## config.mk

```make
export PLATFORM = sky130hd
export DESIGN_NAME = ir_pulse_capture_hash
export DESIGN_NICKNAME = d
export VERILOG_FILES = /design/src/rtl/core/ipch_pkg.sv /design/src/rtl/core/ir_pulse_capture_hash.sv
export SDC_FILE = /design/constraint.sdc
export NUM_CORES = 1
export LEC_CHECK = 0
export BUFFER_PORTS_ARGS = -buffer_cell sky130_fd_sc_hd__buf_2
export CORE_MARGIN = 2
export CORE_UTILIZATION = 35
export CTS_BUF_LIST = sky130_fd_sc_hd__clkbuf_2 sky130_fd_sc_hd__clkbuf_4 sky130_fd_sc_hd__clkbuf_8
export DETAILED_ROUTE_END_ITERATION = 6
export PLACE_DENSITY_LB_ADDON = 0.2
export SLEW_MARGIN = 15
export SYNTH_ARGS = -nofsm -noshare
export SYNTH_HDL_FRONTEND = slang
export SYNTH_SLANG_ARGS = --single-unit
export TNS_END_PERCENT = 5
```

## constraint.sdc

```tcl
create_clock -name clk -period 11.35 [get_ports clk]
set_input_delay 0 -clock clk [delete_from_list [all_inputs] [get_ports clk]]
set_output_delay 0 -clock clk [all_outputs]
set_load 0.02 [all_outputs]
```

## src/rtl/core/ipch_pkg.sv

```systemverilog
package ipch_pkg;

	localparam int unsigned BUFFER_ENTRIES = 128;
	localparam int unsigned TIMER_W        = 16;
	localparam int unsigned COUNT_W        = 8;
	localparam int unsigned INDEX_W        = 7;
	localparam int unsigned HASH_W         = 32;
	localparam int unsigned CFG_DATA_W     = 16;
	localparam int unsigned CFG_INDEX_W    = 1;

	localparam logic [1:0] MODE_IDLE  = 2'd0;
	localparam logic [1:0] MODE_MARK  = 2'd1;
	localparam logic [1:0] MODE_SPACE = 2'd2;
	localparam logic [1:0] MODE_STOP  = 2'd3;

	localparam logic CMD_TICK   = 1'b0;
	localparam logic CMD_RESUME = 1'b1;

	localparam logic [CFG_INDEX_W-1:0] REG_GAP_LEN      = 1'd0;
	localparam logic [CFG_INDEX_W-1:0] REG_BLINK_ENABLE = 1'd1;

	localparam logic [TIMER_W-1:0] GAP_LEN_RESET   = 16'd100;
	localparam logic [HASH_W-1:0]  HASH_BASIS      = 32'd2166136261;
	localparam logic [COUNT_W-1:0] READY_MIN       = 8'd6;
	localparam logic [COUNT_W-1:0] BUF_LIMIT       = COUNT_W'(BUFFER_ENTRIES);

	localparam logic [1:0] CMP_SHORTER = 2'd0;
	localparam logic [1:0] CMP_SAME    = 2'd1;
	localparam logic [1:0] CMP_LONGER  = 2'd2;

	// FNV prime 16777619 = 2^24 + 256 + 128 + 16 + 2 + 1, product mod 2^32
	function automatic logic [HASH_W-1:0] fnv_mul(input logic [HASH_W-1:0] h);
		return (h << 24) + (h << 8) + (h << 7) + (h << 4) + (h << 1) + h;
	endfunction

	// 20 percent tolerance: shorter when 5*new < 4*old, longer when 5*old < 4*new
	function automatic logic [1:0] cmp_widths(input logic [TIMER_W-1:0] oldv,
		input logic [TIMER_W-1:0] newv);
		logic [TIMER_W+2:0] n5, o5, n4, o4;
		n5 = {1'b0, newv, 2'b00} + {3'b000, newv};
		o5 = {1'b0, oldv, 2'b00} + {3'b000, oldv};
		n4 = {1'b0, newv, 2'b00};
		o4 = {1'b0, oldv, 2'b00};
		if (n5 < o4)
			return CMP_SHORTER;
		else if (o5 < n4)
			return CMP_LONGER;
		else
			return CMP_SAME;
	endfunction

endpackage

```

## src/rtl/core/ir_pulse_capture_hash.sv

```systemverilog
// IR pulse-width capture with a running width-compare hash. Each input beat
// is either one sampled receiver tick (command 0, level 1 = mark) or a resume
// (command 1). The block times alternating mark and space widths, starts a
// frame after an idle gap of at least gap_len, ends it on a space longer
// than gap_len or when the entry buffer limit is hit, and reports every
// recorded width with its index. Entries from index 3 on are compared with
// the entry two back (20 percent tolerance) and the result is folded into a
// 32-bit FNV-1 hash. Exactly one result beat leaves for every input beat.
// Rate: one beat per cycle while out_ready stays high; each beat passes the
// input register, then the result register. The per-tick state loop (timer,
// count, width history, hash) closes combinationally through the constant
// FNV multiply, which is a shift-and-add tree. Write gap_len and blink_enable
// only while no beats are in flight.
module ir_pulse_capture_hash (
	input  logic                                 clk,
	input  logic                                 arst_n,
	// config write port
	input  logic                                 cfg_we,
	input  logic [ipch_pkg::CFG_INDEX_W-1:0]     cfg_index,
	input  logic [ipch_pkg::CFG_DATA_W-1:0]      cfg_data,
	// input channel
	input  logic                                 in_valid,
	output logic                                 in_ready,
	input  logic                                 command,
	input  logic                                 level,
	// result channel
	output logic                                 out_valid,
	input  logic                                 out_ready,
	output logic [1:0]                           capture_state,
	output logic                                 width_valid,
	output logic [ipch_pkg::TIMER_W-1:0]         width,
	output logic [ipch_pkg::INDEX_W-1:0]         width_index,
	output logic [ipch_pkg::COUNT_W-1:0]         entry_count,
	output logic                                 code_ready,
	output logic [ipch_pkg::HASH_W-1:0]          code_hash,
	output logic                                 led_on
);
	import ipch_pkg::*;

	// config registers
	logic [TIMER_W-1:0] gap_len_q;
	logic               blink_enable_q;

	// capture state
	logic [1:0]         mode_q;
	logic [TIMER_W-1:0] timer_q;
	logic [COUNT_W-1:0] count_q;
	logic [TIMER_W-1:0] two_back_q;
	logic [TIMER_W-1:0] one_back_q;
	logic [HASH_W-1:0]  hash_q;
	logic               led_q;

	// input stage
	logic valid_s1;
	logic command_s1;
	logic level_s1;

	// result register
	logic               out_valid_q;
	logic [1:0]         state_s2;
	logic               wvalid_s2;
	logic [TIMER_W-1:0] width_s2;
	logic [INDEX_W-1:0] index_s2;
	logic [COUNT_W-1:0] count_s2;
	logic               ready_s2;
	logic [HASH_W-1:0]  hash_s2;
	logic               led_s2;

	logic advance;

	// result slot free or being drained this cycle
	assign advance  = !out_valid_q || out_ready;
	assign in_ready = !valid_s1 || advance;

	always_ff @(posedge clk or negedge arst_n) begin
		if (!arst_n) begin
			gap_len_q      <= GAP_LEN_RESET;
			blink_enable_q <= 1'b0;
		end else if (cfg_we) begin
			case (cfg_index)
				REG_GAP_LEN:      gap_len_q      <= cfg_data;
				REG_BLINK_ENABLE: blink_enable_q <= cfg_data[0];
				default: ;
			endcase
		end
	end

	always_ff @(posedge clk or negedge arst_n) begin
		if (!arst_n)
			valid_s1 <= 1'b0;
		else if (in_ready)
			valid_s1 <= in_valid;
	end

	always_ff @(posedge clk) begin
		if (in_valid && in_ready) begin
			command_s1 <= command;
			level_s1   <= level;
		end
	end

	// next-state and result for the beat in the input stage
	logic [1:0]         mode_d;
	logic [TIMER_W-1:0] timer_d;
	logic [COUNT_W-1:0] count_d;
	logic [TIMER_W-1:0] two_back_d;
	logic [TIMER_W-1:0] one_back_d;
	logic [HASH_W-1:0]  hash_d;
	logic               led_d;
	logic               rec;
	logic [TIMER_W-1:0] timer_inc;
	logic [1:0]         mode_eff;
	logic               frame_start;
	logic [COUNT_W-1:0] rec_count;
	logic [TIMER_W-1:0] rec_one_back;
	logic [HASH_W-1:0]  rec_hash;

	assign timer_inc = timer_q + TIMER_W'(1);
	assign mode_eff  = (count_q >= BUF_LIMIT) ? MODE_STOP : mode_q;

	always_comb begin
		mode_d      = mode_q;
		timer_d     = timer_q;
		count_d     = count_q;
		two_back_d  = two_back_q;
		one_back_d  = one_back_q;
		hash_d      = hash_q;
		led_d       = led_q;
		rec         = 1'b0;
		frame_start = 1'b0;

		if (command_s1 == CMD_RESUME) begin
			mode_d     = MODE_IDLE;
			count_d    = '0;
			two_back_d = '0;
			one_back_d = '0;
			hash_d     = HASH_BASIS;
		end else begin
			timer_d = timer_inc;
			mode_d  = mode_eff;
			case (mode_eff)
				MODE_IDLE: begin
					if (level_s1) begin
						timer_d = '0;
						if (timer_inc >= gap_len_q) begin
							rec         = 1'b1;
							frame_start = 1'b1;
							mode_d      = MODE_MARK;
						end
					end
				end
				MODE_MARK: begin
					if (!level_s1) begin
						rec     = 1'b1;
						timer_d = '0;
						mode_d  = MODE_SPACE;
					end
				end
				MODE_SPACE: begin
					if (level_s1) begin
						rec     = 1'b1;
						timer_d = '0;
						mode_d  = MODE_MARK;
					end else if (timer_inc > gap_len_q) begin
						mode_d = MODE_STOP;
					end
				end
				default: begin
					if (level_s1)
						timer_d = '0;
				end
			endcase
			if (blink_enable_q)
				led_d = level_s1;
		end

		// frame start wipes the history before entry 0 goes in
		rec_count    = frame_start ? '0 : count_q;
		rec_one_back = frame_start ? '0 : one_back_q;
		rec_hash     = frame_start ? HASH_BASIS : hash_q;
		if (rec) begin
			count_d    = rec_count + COUNT_W'(1);
			two_back_d = rec_one_back;
			one_back_d = timer_inc;
			hash_d     = (rec_count >= 8'd3)
				? (fnv_mul(rec_hash) ^ {30'd0, cmp_widths(two_back_q, timer_inc)})
				: rec_hash;
		end
	end

	always_ff @(posedge clk or negedge arst_n) begin
		if (!arst_n) begin
			mode_q     <= MODE_IDLE;
			timer_q    <= '0;
			count_q    <= '0;
			two_back_q <= '0;
			one_back_q <= '0;
			hash_q     <= HASH_BASIS;
			led_q      <= 1'b0;
		end else if (valid_s1 && advance) begin
			mode_q     <= mode_d;
			timer_q    <= timer_d;
			count_q    <= count_d;
			two_back_q <= two_back_d;
			one_back_q <= one_back_d;
			hash_q     <= hash_d;
			led_q      <= led_d;
		end
	end

	always_ff @(posedge clk or negedge arst_n) begin
		if (!arst_n)
			out_valid_q <= 1'b0;
		else if (advance)
			out_valid_q <= valid_s1;
	end

	always_ff @(posedge clk) begin
		if (valid_s1 && advance) begin
			state_s2  <= mode_d;
			wvalid_s2 <= rec;
			width_s2  <= rec ? timer_inc : '0;
			index_s2  <= rec ? rec_count[INDEX_W-1:0] : '0;
			count_s2  <= count_d;
			ready_s2  <= (mode_d == MODE_STOP) && (count_d >= READY_MIN);
			hash_s2   <= hash_d;
			led_s2    <= led_d;
		end
	end

	assign out_valid     = out_valid_q;
	assign capture_state = state_s2;
	assign width_valid   = wvalid_s2;
	assign width         = width_s2;
	assign width_index   = index_s2;
	assign entry_count   = count_s2;
	assign code_ready    = ready_s2;
	assign code_hash     = hash_s2;
	assign led_on        = led_s2;

endmodule
```

# Yosys cells after proc, flatten, opt, wreduce, memory -nomap -nowiden
# Cells that the tools add are included.
# totals
ff_bits	180
in_bits	24
# op_classes
add_sub_neg	9
n_lt_le_gt_ge	7
eq_ne	3
muxes	35
bitwise	3
n_reduce_logical	13
# ops
operator	n
32-bit adder	5
32-bit 2-to-1 mux	4
16-bit 2-to-1 mux	7
18-bit by 16-bit adder with 19-bit output	2
19-bit by 18-bit < comparator with 1-bit output	2
32-bit by 2-bit XOR with 32-bit output	1
8-bit 2-to-1 mux	3
2-bit 2-to-1 mux	10
16-bit by 1-bit adder with 16-bit output (second input constant)	1
16-bit >= comparator	1
16-bit greater-than comparator	1
1-bit 2-to-1 mux	9
8-bit by 1-bit adder with 8-bit output (second input constant)	1
8-bit by 2-bit >= comparator with 1-bit output (second input constant)	1
8-bit by 3-bit >= comparator with 1-bit output (second input constant)	1
8-bit >= comparator (second input constant)	1
2-bit AND reduction	4
2-bit case mux with 3 select lines	1
2-bit == test (second input constant)	2
1-bit logical AND	3
1-bit case mux with 3 select lines	1
2-bit by 1-bit == test with 1-bit output (second input constant)	1
1-bit zero test	2
2-bit zero test	1
3 further kinds	5

# Logic depth before layout (Yosys ltp)
# Gate-level depths: netlist (run 1).
# depth
depth_word	15
mapped_depth	33

# Worst setup path before layout (run 1)
# OpenSTA, ideal clock, no wires.
# synth_path
path_type	reg-to-reg
from	register timer_q[1]
to	register hash_s2[31], in the netlist code_hash[31] (data pin)
setup_time_ps	268
t_arrival_ps	6736
slack_ps	4346
stages_incl_launch_ff	32
n_path_buf	2
cell_sequence	dfrtp_1 ha_1 and3_4 nand3_4 nor2_4 and3_1 xnor2_1 inv_1 ha_1 nand4_1 nor4_1 nor2b_1 o211a_1 nor2_4 clkbuf_1 buf_1 nor2_1 ha_1 a211oi_1 fa_1 fa_1 inv_1 ha_1 and3_1 o2111ai_1 a31o_2 a211o_1 a21oi_1 o41ai_1 a21oi_1 xnor2_1 a2bb2oi_1
# synth_between
elab_chain_len	15
elab_cells_between_ends	19
cone_classes	6 x add/sub; 2 x order compare; 10 x mux; 1 x bitwise
# synth_rtl
item	line	rtl
start, declared	ir_pulse_capture_hash.sv:46	logic [TIMER_W-1:0] timer_q;
start signal, assigned	ir_pulse_capture_hash.sv:202	timer_q <= timer_d;
16-bit by 1-bit adder with 16-bit output *	ir_pulse_capture_hash.sv:118	assign timer_inc = timer_q + TIMER_W'(1);
via timer_inc[12]	ir_pulse_capture_hash.sv:111	logic [TIMER_W-1:0] timer_inc;
16-bit >= comparator *	ir_pulse_capture_hash.sv:145	if (timer_inc >= gap_len_q) begin
1-bit 2-to-1 mux *	ir_pulse_capture_hash.sv:145	
1-bit 2-to-1 mux *	ir_pulse_capture_hash.sv:143	if (level_s1) begin
1-bit 2-to-1 mux	ir_pulse_capture_hash.sv:141	case (mode_eff)
1-bit 2-to-1 mux	ir_pulse_capture_hash.sv:132	if (command_s1 == CMD_RESUME) begin
32-bit 2-to-1 mux	ir_pulse_capture_hash.sv:180	rec_hash = frame_start ? HASH_BASIS : hash_q;
32-bit adder (5 in series)	ipch_pkg.sv:33	return (h << 24) + (h << 8) + (h << 7) + (h << 4) + (h << 1) + h;
32-bit by 2-bit XOR with 32-bit output	ir_pulse_capture_hash.sv:186	? (fnv_mul(rec_hash) ^ {30'd0, cmp_widths(two_back_q, timer_inc)})
32-bit 2-to-1 mux	ir_pulse_capture_hash.sv:186	
32-bit 2-to-1 mux *	ir_pulse_capture_hash.sv:181	if (rec) begin
via hash_d[31]	ir_pulse_capture_hash.sv:108	logic [HASH_W-1:0] hash_d;
end signal, assigned	ir_pulse_capture_hash.sv:226	hash_s2 <= hash_d;
end, declared	ir_pulse_capture_hash.sv:66	logic [HASH_W-1:0] hash_s2;
# Mark *: on every way through the listed nets, which the timed path passes. The rest lies on a longest branch.
# A chain may end at the register's enable or synchronous reset.

# Final worst setup path (run 1)
# layout_path
from	register timer_q[0]
to	register hash_s2[31], in the netlist code_hash[31] (data pin)
# The elaborated chain is that of the path after synthesis.

==> reports/results.ini, run 1 <==
[finish]
drive_gt1_share_pct=11.53
fill_cells=4047
multi_input_area_um2=8584
n_antenna_cell=0
final_common_cell=inv_1
seq_area_um2=4876
fin_cells=2215
area.growth.synth_to_final_pct=13.21
nets=1893
layout.cells.most_common_list=177 x inv_1, 158 x nand2_1, 138 x ha_1

[logic_synthesis]
synth_nets=1778
yosysUniqueCellTypes=81
synthesis.area_um2=14350
yosys.area_share.adder_pct=20.89
synthCells=1555
yosys.area_share.simple_pct=14.07
synth_mux_area_share_pct=1.090
synth-seq-cells=180
synth_compound_gate_area_share_pct=17.72
synth_async_sr_flop_share_pct=61.11
syn_avg_cell_area_um2=9.231
synth_top_family_by_area=adder cells
synthXorXnorAreaFrac_pct=5.901
synth-edff-count=70
yosysSeqAreaShare_pct=33.97
ys_warn_count=0
synth_ff_type=dfrtp_1

[global_routing]
grt_max_degree=70
antenna_found_initial=0
grt_pass1_wl_um=65900
overflow=0
grt.total_usage_pct=20.45
grt_pass1_vias=11661

[placed_design]
place_congestion=0.9236
dp_cells=2132
port_buffers=93
hpwl_um=30860

[sta]
finalCritPeriodShare_pct=77.94
worstMarginPinSlew_ns=1.018
skew_ns=0.02376
finalMaxSlewViolations=0
whs_ns=0.03242
rsz0062_at_grt=no
setup_tns_ns=0
fin_crit_ns=8.846
timing_hold_violations_final=0
slew_headroom_pct=32.16
fmax_mhz=113.0
setup_viol=0

[routing]
wl_um=41630
vias=11695
drc=0
ant_nets=0
dr.first_iter.drc_count=794
first_pass_iters=5
wl_per_cell_um=18.80
via_per_inst=5.280

[critical_path]
crit_type=register to register
crit_top_cell=ha_1
reg2reg_depth=30
critPathMaxStageDelay_ns=0.59
critical_path_required_ns=11.61
start_kind=register
critPathLaunch=timer_q[0]
arrival_ns=9.10
r2r_start=timer_q[0]
end_kind=register
critPathTopFamily=simple AND/OR/NAND/NOR gates
r2r-end=code_hash[31]
critical_path_depth=30
cp_slowest_cell=dfrtp_1
path_buf_inv=4
rrSetupSlack_ns=2.50
cp_max_fo=29
cp-endpoint=code_hash[31]

[clock_network]
clockBufferDepth=2
clock_latency_ns=0.53
clock-root-buffer=clkbuf_8
htreeDepth=4
cts-buffers-inserted=17
post_cts_buffers=0
cts_tree=done
holdBufCountCts=51
clk_pin_slew_worst_paths_ns=0.12
cts_resized=0
clock_sinks=180

[outcome]
status=complete, no violations

[power_and_ir_drop]
powerDensity_nw_per_um2=85.10
p_int_uw=949.3
ir_worst_vdd_mv=0.07951
p_switching_uw=433.6
p_sw_share_pct=31.35
p_clk_share_pct=32.7
p_leak_uw=0.007475
seqPwrFrac_pct=51.9
pwr-share-comb_pct=15.4

[die]
io_pins=94
initial_core_util_pct=35.31
die_w_um=206.5
core-area_um2=40650
die_h_um=206.5
rows=74
die_area_um2=42650

[min_path]
hp-start=cfg_index
hold_path.class=input pin to register

[job]
max_cap_viol_count=0

## sequential cells by signal, summed over array words and instances, names as in the netlist, 2 cells and up
name,count
code_hash,32
width_index,7
entry_count,8
two_back_q,16
capture_state,2
one_back_q,16
mode_q,2
width,16
count_q,8
hash_q,32
timer_q,16
gap_len_q,16
## worst reg2reg max path: cells and delay by family, from the launching register on
family                   cells  cell delay, ns
AO/OA/AOI/OAI                8            2.06
adder cells (fa/ha/maj)      6            2.31
XOR/XNOR                     2            0.38
AND/OR/NAND/NOR             10            2.51
flip-flops                   1            0.59
buffers and inverters        4            0.71
## through the flow
stage	setup WS, ns	total power, µW	instance area, µm²	utilization [%]
5_1_grt	1.895	1441	16250	39.98
3_3_place_gp	2.782	924.3	15350	37.77
2_1_floorplan	4.346	852.7	14350	-
6_report	2.504	1383	16250	39.98
4_1_cts	2.583	1397	16250	39.98
3_5_place_dp	2.588	926.8	15350	37.77
## power groups by stage
stage               Sequential, µW  Combinational, µW  Clock (µW)
floorplan                      743                110           0
global placement               731                193           0
detailed placement             732                195           0
CTS                            718                214         464
global route                   721                233         487
finish                         718                213         452
## worst min path at each step
stage	to	slack, ns	cells past startpoint
after global routing	gap_len_q[0]	0.06	3
final	gap_len_q[0]	0.03	3
after detailed placement	level_s1	0.18	1
after CTS	gap_len_q[0]	0.008	3
after global placement	level_s1	0.18	1
after floorplan	blink_enable_q	-0.30	0
## metal layers
layer  global-route usage [%]  share of wire, %
met3                    3.232               4.8
met1                    29.01                49
met4                    7.959               3.0
met2                    31.20                43
met5                        0                 0
## final cells by class
class | count | share of cell area (%)
inverter | 178 | 4.119
clock buffer | 18 | 1.486
sequential | 180 | 30.00
multi-input combinational | 1137 | 52.83
tap | 532 | 4.096
clock inverter | 14 | 0.8931
timing repair buffer | 156 | 6.575
## logic make-up after synthesis
logic type | Yosys count
xor gates and xnor gates | 95
muxes | 14
and+or+nand+nor | 431
buffers and inverters | 238
AOI/OAI and AO/OA | 393
DFF | 180
adders and majority gates | 204
## cells in the mapped netlist (8+ instances only)
cell type    n  area share (%)
dfstp_2     17             3.1
a21o_1      25             1.3
nand4_1     12            0.52
xor2_1      25             1.5
nand2_1    159             4.2
inv_1      178             4.7
a21oi_1     88             3.1
buf_1        8            0.21
fa_1        61             8.5
edfxtp_1    70              15
clkbuf_1    36            0.94
o21a_1      23             1.2
ha_1       138              12
and2_1      22            0.96
o211ai_1    11            0.58
nor2_1     113             3.0
o22a_1       8            0.49
mux2_2      12            0.94
o21ai_0    123             4.3
xnor2_1     68             4.1
buf_2       16            0.56
nor2b_1      9            0.39
nand2b_1    25             1.1
a211oi_1    11            0.58
dfrtp_1     93              16
and3_1      20            0.87
o31ai_1     11            0.58
a22o_1      15            0.92
nand3_1     21            0.73
nor3_1      23            0.80
(Power assumes the default switching activity.)
==> inputs of run 2 (changes only) <==
clock period = 7.4 ns   (was 11.35 ns; I/O delays follow)
==> reports/results.ini, run 2 (synthesis gave the netlist of run 1 again) <==
[outcome]
status=complete, no violations

[global_routing]
grt.total_usage_pct=20.34
antenna_found_initial=0
grt_pass1_wl_um=65920
grt_pass1_vias=11750
overflow=0
grt_max_degree=65

[sta]
fmax_mhz=141.3
slew_headroom_pct=31.41
rsz0062_at_grt=yes
finalMaxSlewViolations=0
fin_crit_ns=7.075
setup_viol=0
worstMarginPinSlew_ns=1.024
timing_hold_violations_final=0
skew_ns=0.02020
finalCritPeriodShare_pct=95.60

[clock_network]
cts_tree=done
clock_sinks=180
clock_latency_ns=0.53
cts-buffers-inserted=17
htreeDepth=4
clockBufferDepth=2
clock-root-buffer=clkbuf_8
clk_pin_slew_worst_paths_ns=0.12

[placed_design]
hpwl_um=31360
port_buffers=93
dpl-instance-area_um2=15600
place_congestion=0.9085
dp_cells=2164

[routing]
drc=0
via_per_inst=5.239
vias=11726
ant_nets=0
first_pass_iters=5
wl_per_cell_um=18.71
wl_um=41880
dr.first_iter.drc_count=747

[finish]
drive_gt1_share_pct=14.60
area.growth.synth_to_final_pct=14.90
fin_cells=2238
final_common_cell=inv_1
n_antenna_cell=0
layout.cells.most_common_list=177 x inv_1, 159 x nand2_1, 136 x ha_1
design_area_um2=16490
fill_cells=4046
nets=1916
multi_input_area_um2=8675
seq_area_um2=4877

[critical_path]
critPathMaxStageDelay_ns=0.54
cp_slowest_cell=fa_1
crit_type=register to register
end_kind=register
arrival_ns=7.34
critical_path_required_ns=7.67
start_kind=register
cp_max_fo=26

[die]
rows=74
initial_core_util_pct=35.31
io_pins=94
core-area_um2=40650
die_area_um2=42650
die_h_um=206.5
die_w_um=206.5

[power_and_ir_drop]
ir_worst_vdd_mv=0.1177
p_leak_uw=0.007609
powerDensity_nw_per_um2=128.1

[min_path]
hold_path.class=input pin to register

[job]
max_cap_viol_count=0

run 2: cell types whose count changed in the layout (fill, tap and decap cells not counted), sizes merged:
cell and delta:
dlygate4sd3 -13, buf +36, clkbuf -1, inv -1, clkinv +2
run 2: final cells by class:
cell class,count,area share (%)
Clock buffer,17,1.419
Clock inverter,15,0.9104
Inverter,178,4.059
Multi-Input combinational cell,1137,52.60
Sequential cell,180,29.57
Tap cell,532,4.036
Timing Repair Buffer,179,7.405
run 2: worst max-delay path, delay by kind of cell (launching register included):
kind / cells / cell delay (ns)
xor gates and xnor gates: 2 / 0.25
and+or+nand+nor: 9 / 1.63
adders and majority gates: 6 / 2.39
AOI/OAI and AO/OA: 9 / 1.74
buffers and inverters: 4 / 0.37
DFF: 1 / 0.39
run 2: timing repair:
item,in CTS,in global routing
setup endpoints to repair,0,24
hold buffers,38,0
buffers inserted,0,4
gates resized for setup,0,24
hold endpoints to repair,79,0
run 2: final timing paths:
check / start / end / slack [ns] / cells past startpoint
min: cfg_we / gap_len_q[12] / 0.11 / 4
max in group asynchronous: arst_n / hash_q[5] / 5.96 / 3
min in group asynchronous: arst_n / gap_len_q[10] / 0.13 / 2
max: timer_q[1] / code_hash[31] / 0.33 / 30
min reg2reg: one_back_q[3] / two_back_q[3] / 0.48 / 2
max reg2reg: timer_q[1] / code_hash[31] / 0.33 / 30
run 2: routing by layer:
layer  wire length [µm]  up-vias  global-route usage, %
met5                  0        -                      0
met1              20620     5737                  29.20
met3               2048       41                  2.807
met4                917        0                  6.429
met2              18290      300                  31.62
li1                   -     5648                      -
run 2: stage by stage:
stage / setup TNS [ns] / worst slack, ns / hold WS, ns / total power (µW) / utilization [%]
floorplan: 0 / 0.3962 / -0.2956 / 1308 / -
global placement: 0 / 0.1312 / 0.1720 / 1422 / 38.38
detailed placement: 0 / 0.009178 / 0.1778 / 1430 / 38.38
CTS: 0 / 0.007245 / 0.07682 / 2134 / 40.26
global route: -0.1894 / -0.07083 / 0.1281 / 2205 / 40.57
finish: 0 / 0.3252 / 0.1087 / 2113 / 40.57
run 2: where the power goes:
group	switching [µW]	internal [µW]	leakage, µW
combinational	212	125	0.00533
sequential	17.1	1080	0.00209
clock	432	247	0.000186
total	661	1450	0.00761
